$ cat src/hw/rtl/bshc_pkg.sv
package bshc_pkg;

	localparam int COORD_WIDTH_DEF = 16;

	typedef enum logic [1:0] {
		SIDE_FRONT_BACK = 2'd0,
		SIDE_LEFT_RIGHT = 2'd1,
		SIDE_NONE       = 2'd2
	} side_t;

	// three-valued sign of an exact product or difference
	typedef enum logic [1:0] {
		SGN_ZERO = 2'd0,
		SGN_POS  = 2'd1,
		SGN_NEG  = 2'd2
	} sgn_t;

	function automatic sgn_t sgn_of(input logic is_zero, input logic is_neg);
		sgn_t s;
		if (is_zero) begin
			s = SGN_ZERO;
		end else if (is_neg) begin
			s = SGN_NEG;
		end else begin
			s = SGN_POS;
		end
		return s;
	endfunction

	function automatic sgn_t sgn_flip(input sgn_t a);
		sgn_t s;
		unique case (a)
			SGN_POS:  s = SGN_NEG;
			SGN_NEG:  s = SGN_POS;
			default:  s = SGN_ZERO;
		endcase
		return s;
	endfunction

endpackage

$ cat src/hw/rtl/bshc_classify.sv
// Side classification, all relative to the box centre.
// Probe direction d = S - B; edge corners at (+-hw, +-hd).
// Probe-side signs reduce to U = dz*hw + dx*hd and V = dz*hw - dx*hd.
module bshc_classify #(
	parameter int COORD_WIDTH = bshc_pkg::COORD_WIDTH_DEF
) (
	input  logic signed [COORD_WIDTH-1:0] sphere_x,
	input  logic signed [COORD_WIDTH-1:0] sphere_z,
	input  logic signed [COORD_WIDTH-1:0] box_x,
	input  logic signed [COORD_WIDTH-1:0] box_z,
	input  logic        [COORD_WIDTH-2:0] half_width,
	input  logic        [COORD_WIDTH-2:0] half_depth,
	output bshc_pkg::side_t               side
);
	import bshc_pkg::*;

	localparam int DW = COORD_WIDTH + 1;     // offset width
	localparam int SW = 2 * COORD_WIDTH + 1; // product and sum width
	localparam int EW = COORD_WIDTH + 3;     // edge-side term width

	logic signed [DW-1:0] dx, dz;
	logic signed [COORD_WIDTH-1:0] hw_s, hd_s;
	logic signed [SW-1:0] prod_p, prod_q, sum_u, dif_v;
	logic signed [EW-1:0] dx_e, dz_e, hw_e, hd_e;
	logic signed [EW-1:0] t_front, t_back, t_left, t_right;
	logic hw_zero, hd_zero;
	sgn_t s_u, s_v;
	sgn_t fr_b, fr_e, bk_b, bk_e, lf_b, lf_e, rt_b, rt_e;
	logic hit_front, hit_back, hit_left, hit_right;

	assign dx   = DW'(sphere_x) - DW'(box_x);
	assign dz   = DW'(sphere_z) - DW'(box_z);
	assign hw_s = signed'({1'b0, half_width});
	assign hd_s = signed'({1'b0, half_depth});

	assign prod_p = SW'(dz) * SW'(hw_s);
	assign prod_q = SW'(dx) * SW'(hd_s);
	assign sum_u  = prod_p + prod_q;
	assign dif_v  = prod_p - prod_q;

	assign dx_e = EW'(dx);
	assign dz_e = EW'(dz);
	assign hw_e = EW'(hw_s);
	assign hd_e = EW'(hd_s);

	// probe end relative to each edge line (probe end is 2d)
	assign t_front = hd_e - (dz_e <<< 1);
	assign t_back  = (dz_e <<< 1) + hd_e;
	assign t_left  = (dx_e <<< 1) + hw_e;
	assign t_right = (dx_e <<< 1) - hw_e;

	assign hw_zero = (half_width == '0);
	assign hd_zero = (half_depth == '0);

	always_comb begin
		s_u = sgn_of(sum_u == '0, sum_u[SW-1]);
		s_v = sgn_of(dif_v == '0, dif_v[SW-1]);

		// edge orientation of the box centre and of the probe end
		fr_b = sgn_of(hw_zero || hd_zero, 1'b0);
		bk_b = sgn_of(hw_zero || hd_zero, 1'b1);
		lf_b = fr_b;
		rt_b = bk_b;
		fr_e = sgn_of(hw_zero || (t_front == '0), t_front[EW-1]);
		bk_e = sgn_flip(sgn_of(hw_zero || (t_back == '0), t_back[EW-1]));
		lf_e = sgn_of(hd_zero || (t_left == '0), t_left[EW-1]);
		rt_e = sgn_of(hd_zero || (t_right == '0), t_right[EW-1]);

		hit_front = (sgn_flip(s_u) != s_v) && (fr_b != fr_e);
		hit_back  = (sgn_flip(s_v) != s_u) && (bk_b != bk_e);
		hit_left  = (sgn_flip(s_v) != sgn_flip(s_u)) && (lf_b != lf_e);
		hit_right = (s_u != s_v) && (rt_b != rt_e);

		priority if (hit_front || hit_back) begin
			side = SIDE_FRONT_BACK;
		end else if (hit_left || hit_right) begin
			side = SIDE_LEFT_RIGHT;
		end else begin
			side = SIDE_NONE;
		end
	end

endmodule

$ cat src/hw/rtl/box_side_hit_classifier_2d.sv
// Box side hit classifier, x-z plane. Each input word carries a sphere centre,
// a box centre and the box half extents in signed/unsigned Q8.8. A probe runs
// from the box centre to twice the sphere offset and is tested exactly against
// the four box edges; the result word gives the side struck: front/back (0),
// else left/right (1), else none (2, also for a sphere centred on the box).
// One word is accepted per clock unless the input stalls. A word taken is held
// in the input register, classified from it and stored in the result register,
// from which its result can be taken: an input register, one pass of two
// multipliers with an add and sign logic, and a result register.
// While a result waits on a stalled output the input register can still take
// one word; after that the input stalls until the result is taken. Throughput
// is one word a cycle whenever the output side keeps up.
module box_side_hit_classifier_2d #(
	parameter int COORD_WIDTH = bshc_pkg::COORD_WIDTH_DEF
) (
	input  logic                          clk,
	input  logic                          arst_n,
	input  logic                          in_valid,
	output logic                          in_ready,
	input  logic signed [COORD_WIDTH-1:0] sphere_x,
	input  logic signed [COORD_WIDTH-1:0] sphere_z,
	input  logic signed [COORD_WIDTH-1:0] box_x,
	input  logic signed [COORD_WIDTH-1:0] box_z,
	input  logic        [COORD_WIDTH-2:0] half_width,
	input  logic        [COORD_WIDTH-2:0] half_depth,
	output logic                          out_valid,
	input  logic                          out_ready,
	output logic [1:0]                    side
);
	import bshc_pkg::*;

	// stage 1: captured input word
	logic                          valid_s1;
	logic signed [COORD_WIDTH-1:0] sphere_x_s1, sphere_z_s1, box_x_s1, box_z_s1;
	logic        [COORD_WIDTH-2:0] half_width_s1, half_depth_s1;

	// stage 2: result word
	logic  valid_s2;
	side_t side_s2;
	side_t side_c;

	logic adv_s2;

	// result register frees when empty or being taken this cycle
	assign adv_s2   = !valid_s2 || out_ready;
	assign in_ready = !valid_s1 || adv_s2;

	always_ff @(posedge clk or negedge arst_n) begin
		if (!arst_n) begin
			valid_s1 <= 1'b0;
			valid_s2 <= 1'b0;
		end else begin
			if (in_ready) begin
				valid_s1 <= in_valid;
			end
			if (adv_s2) begin
				valid_s2 <= valid_s1;
			end
		end
	end

	// payload, no reset
	always_ff @(posedge clk) begin
		if (in_ready && in_valid) begin
			sphere_x_s1   <= sphere_x;
			sphere_z_s1   <= sphere_z;
			box_x_s1      <= box_x;
			box_z_s1      <= box_z;
			half_width_s1 <= half_width;
			half_depth_s1 <= half_depth;
		end
		if (adv_s2 && valid_s1) begin
			side_s2 <= side_c;
		end
	end

	bshc_classify #(
		.COORD_WIDTH(COORD_WIDTH)
	) u_classify (
		.sphere_x   (sphere_x_s1),
		.sphere_z   (sphere_z_s1),
		.box_x      (box_x_s1),
		.box_z      (box_z_s1),
		.half_width (half_width_s1),
		.half_depth (half_depth_s1),
		.side       (side_c)
	);

	assign out_valid = valid_s2;
	assign side      = side_s2;

endmodule

$ cat config.mk
export PLATFORM = sky130hd
export DESIGN_NAME = box_side_hit_classifier_2d
export DESIGN_NICKNAME = d
export VERILOG_FILES = /design/src/hw/rtl/bshc_pkg.sv /design/src/hw/rtl/bshc_classify.sv /design/src/hw/rtl/box_side_hit_classifier_2d.sv
export SDC_FILE = /design/constraint.sdc
export NUM_CORES = 2
export LEC_CHECK = 0
export ABC_CLOCK_PERIOD_IN_PS = 34500
export BUFFER_PORTS_ARGS = -buffer_cell sky130_fd_sc_hd__clkbuf_2
export CORE_MARGIN = 1
export CORE_UTILIZATION = 24
export CTS_BUF_LIST = sky130_fd_sc_hd__clkbuf_8
export DETAILED_ROUTE_END_ITERATION = 7
export GPL_TIMING_DRIVEN = 0
export SYNTH_ARGS = -nofsm -noshare
export SYNTH_HDL_FRONTEND = slang
export SYNTH_SLANG_ARGS = --single-unit
$ cat constraint.sdc
create_clock -name clk -period 34.5 [get_ports clk]
set_clock_uncertainty 0.1 [all_clocks]
set_input_delay 6.9 -clock clk [delete_from_list [all_inputs] [get_ports clk]]
set_output_delay 6.9 -clock clk [all_outputs]
set_load 0.05 [all_outputs]
# [Yosys cells after proc, flatten, opt, wreduce, memory -nomap -nowiden]
# Index checks and enable logic that the tools add are counted.
[word_totals] reg_bits=98 input_bits=98 out_inout_bits=4
[classes] addsub=8 multipliers=2 n_eq_ne=14 mux=18 n_reduce_logical=25
[op_table] cell="19-bit zero test" count=4
[op_table] cell="33-bit zero test" count=2
[op_table] cell="17-bit by 16-bit multiplier with 33-bit output" count=2
[op_table] cell="18-bit by 16-bit adder with 19-bit output" count=2
[op_table] cell="16-bit by 16-bit subtractor with 17-bit output" count=2
[op_table] cell="33-bit adder" count=1
[op_table] cell="33-bit subtractor" count=1
[op_table] cell="15-bit zero test" count=2
[op_table] cell="2-bit 2-to-1 mux" count=14
[op_table] cell="16-bit by 18-bit subtractor with 19-bit output" count=1
[op_table] cell="18-bit by 16-bit subtractor with 19-bit output" count=1
[op_table] cell="2-bit inequality test" count=6
[op_table] cell="2-bit case mux with 2 select lines" count=3
[op_table] cell="1-bit logical OR" count=9
[op_table] cell="2-bit by 1-bit == test with 1-bit output, second input constant" count=3
[op_table] cell="2-bit == test, second input constant" count=3
[op_table] cell="1-bit logical AND" count=6
[op_table] cell="1-bit by 2-bit inequality test with 1-bit output" count=2
[op_table] cell="1-bit zero test" count=2
[op_table] cell="1-bit 2-to-1 mux" count=1

# [Depth between registers and ports, before layout]
[logic_depth] ltp_word=11 ltp_mapped=50 depth_no_buf=49

# [Modules after synthesis]
# A second synthesis with hierarchy kept.
[unflattened] hier_cells=3663 hier_area_um2=31509.0
[modules_own_cells] mod="bshc_classify" instances=1 cells_each=3559 area_per_inst_um2=28522.4
[modules_own_cells] mod="box_side_hit_classifier_2d" instances=1 cells_each=104 area_per_inst_um2=2986.6

# [Least setup slack after synthesis]
# Ideal clock, no wire load.
[synth_timing] kind="input to output" from="input port out_ready" to="output port in_ready" arrival_time_ns=7.383 t_required_ns=27.500 slack_ns=20.117 cell_stages=1 n_path_buf=0 path_cell_list="nand3b_1"
[synth_via] elab_chain_cells=2
[synth_lines] element="start: declaration" line_no="box_side_hit_classifier_2d.sv:27" rtl="input logic out_ready,"
[synth_lines] element="1-bit logical OR" line_no="box_side_hit_classifier_2d.sv:45" rtl="assign adv_s2 = !valid_s2 || out_ready;"
[synth_lines] element="1-bit logical OR" line_no="box_side_hit_classifier_2d.sv:46" rtl="assign in_ready = !valid_s1 || adv_s2;"
[synth_lines] element="end: declaration" line_no="box_side_hit_classifier_2d.sv:19" rtl="output logic in_ready,"
# Every way passes these cells.

# [Worst setup path after layout]
# Same ends and word-level chain as after synthesis.

==> qor.yml <==
synthesis:
  synth_seq_cells: 98
  synth_edf_count: 96
  yosysUniqueCellTypes: 92
  syn_inst: 3711
  synth.avg_cell_area_um2: 8.49
  yosys.area.top_type: "fa_1"
  yosys-top-cells-area: "fa_1, ha_1, edfxtp_1"
  synth_async_sr_flop_share_pct: 2.04
  synth_seq_area_share_pct: 9.31
  syn_nets: 4645
  yosysWarnings: 0
  synth_top_area_share_pct: 32.6
  synth_area_um2: 31500
  ys.flop_type: "edfxtp_1"
sta:
  hold_viol: 0
  setup_tns_ns: 0
  final.min_clock_period_ns: 14.43
  setup_viol: 0
  setup_ws_ns: 20.07
  timing.final.max_slew_violations: 0
  rsz0062_at_grt: "false"
  slew_headroom_pct: 23.1
  fin_crit_sh_pct: 41.8
  holdWs_ns: 0.417
  worst_pin_slew_ns: 1.15
  fmax_ghz: 0.0693
setup_path:
  startpoint: "out_ready"
  rr_startpoint: "sphere_z_s1[0]"
  ff2ff_setup_slack_ns: 20.26
  crit_fanout: 3
  worstPathArrival_ns: 7.43
  critPathLaunchType: "input pin"
  critPathCaptureType: "output pin"
  r2r_cells: 43
  cp.required_ns: 27.50
  critPathKind: "input pin to output pin"
  crit_end: "in_ready"
  worstReg2RegEnd: "side[0]"
floorplanning:
  initial_core_util_pct: 24.3
  dieArea_um2: 133000
  die_x_um: 364
  pin_count: 102
  dieHeight_um: 364
  fp.coreArea_um2: 130000
  row_count: 132
placement:
  dp_slack_ns: 20.07
  routabilityCongestion: 0.934
  place_area_um2: 34200
  io_buffers: 101
  hpwl_um: 81900
clock_network:
  cts_made_buffers: 9
  cts-htree-levels: 3
  cts_resized: 0
  clock_path_buffers: 2
  clock_sinks: 98
  cts_tree: "yes"
  root_buffer: "clkbuf_8"
  clkSlewWorstSetupHoldPaths_ns: 0.10
  clkLatencyLatePin_ns: 0.43
  cts_setup_buffers: 0
  holdBufCountCts: 0
layout:
  fin_area_um2: 34500
  area_growth_pct: 9.45
  finalNetCount: 4758
  drive_gt1_share_pct: 4.39
routing:
  drc: 0
  drt_wl_total_um: 94800
  dr.pass1.iters: 6
  drt-wirelength-per-cell_um: 17.0
  num_vias: 25900
  ant_nets: 0
  dr.first_iter.drc_count: 1670
  vias_per_cell: 4.65
outcome:
  status: "finished, final reports clean"
worst_hold_path:
  hold_class: "register to register"
  hold_depth: 1
global_route:
  antenna_found_initial: 2
  grt_pass1_vias: 26300
  grt_usage_pct: 14.4
  grt_pass1_wl_um: 149000
  grt_overflow: 0
  grt_max_degree: 59
flow_run:
  cap_violations: 0
[per-layer routing]
layer | vias to the layer above | global-route usage, % | share of wire (%) | wire length (um)
met2 | 814 | 25.3 | 48 | 45600
met1 | 12800 | 18.3 | 43 | 40700
met3 | 122 | 1.23 | 5.0 | 4730
li1 | 12100 | - | - | -
met5 | - | 0 | 0 | 0
met4 | 0 | 5.45 | 4.0 | 3770
[layout make-up]
| cell class | instances | area, um^2 |
|---|---|---|
| fillers | 14200 | 95300 |
| multi-input cells | 2714 | 25200 |
| flip-flops and latches | 98 | 2930 |
| inverters | 763 | 2860 |
| well taps | 1742 | 2180 |
| repair buffers | 102 | 533 |
| plain buffers | 136 | 520 |
| clock buffers | 9 | 124 |
| clock inverters | 7 | 116 |
| diodes | 1 | 2.50 |
[critical path, stage by stage]
cell,delay [ns]
clkbuf_2,0.08
nand3b_1,0.19
clkbuf_2,0.26
[how the worst min path moves through the flow]
stage | start | endpoint
floorplan | valid_s1 | out_valid
global placement | valid_s1 | out_valid
detailed placement | valid_s1 | out_valid
CTS | valid_s1 | out_valid
global route | valid_s1 | out_valid
finish | valid_s1 | out_valid
[per-stage QoR]
stage          instances  utilization [%]
2_1_floorplan       3711                -
6_report            5572             26.6
3_3_place_gp        5554             26.3
4_1_cts             5571             26.6
3_5_place_dp        5555             26.4
5_1_grt             5572             26.6
[sequential cells by signal (all words and copies together) (netlist names)]
name           cells
box_x_s1          16
box_z_s1          16
half_depth_s1     15
half_width_s1     15
out_valid          1
side               2
sphere_x_s1       16
sphere_z_s1       16
valid_s1           1
[cell usage after synthesis, types with 60 or more instances]
cell      instances
nor3_1           60
ha_1            323
inv_1           759
nand2_1         375
o21ai_0         123
edfxtp_1         96
clkbuf_1        127
nor2_1          270
fa_1            513
nor2b_1          66
a21oi_1         153
xnor2_1          92
and2_1          137
[cell families after synthesis]
group	after synthesis	share of synthesized area, %
simple gates	1112	16.9
buf+inv	899	10.7
fa+ha+maj	844	45.7
compound gates	610	13.1
xor+xnor	131	3.69
flops	98	9.31
mux	17	0.552
[cell usage in the layout, fill, tap and decap left out, types with 11 or more instances in the layout]
cell,count
a211o_1,11
ha_1,323
o2111ai_1,12
xor2_1,38
and3_1,16
o21bai_1,22
o21a_1,20
nand3_1,33
a211oi_1,28
nand2b_1,32
xnor2_1,90
nor4_1,31
or3_1,17
nor2b_1,66
nand4_1,20
or2_2,11
inv_1,760
and2_1,136
nor3_1,60
a21boi_0,13
o21ai_0,123
a31oi_1,15
nor2_1,270
fa_1,513
a21o_1,55
a21oi_1,153
clkbuf_2,101
o31ai_1,17
nand2_1,375
mux2i_1,14
edfxtp_1,96
clkbuf_1,127
o211ai_1,25
Power is not shown: default switching activity piles up to over one toggle a cycle in this logic, so the estimate is an artifact.
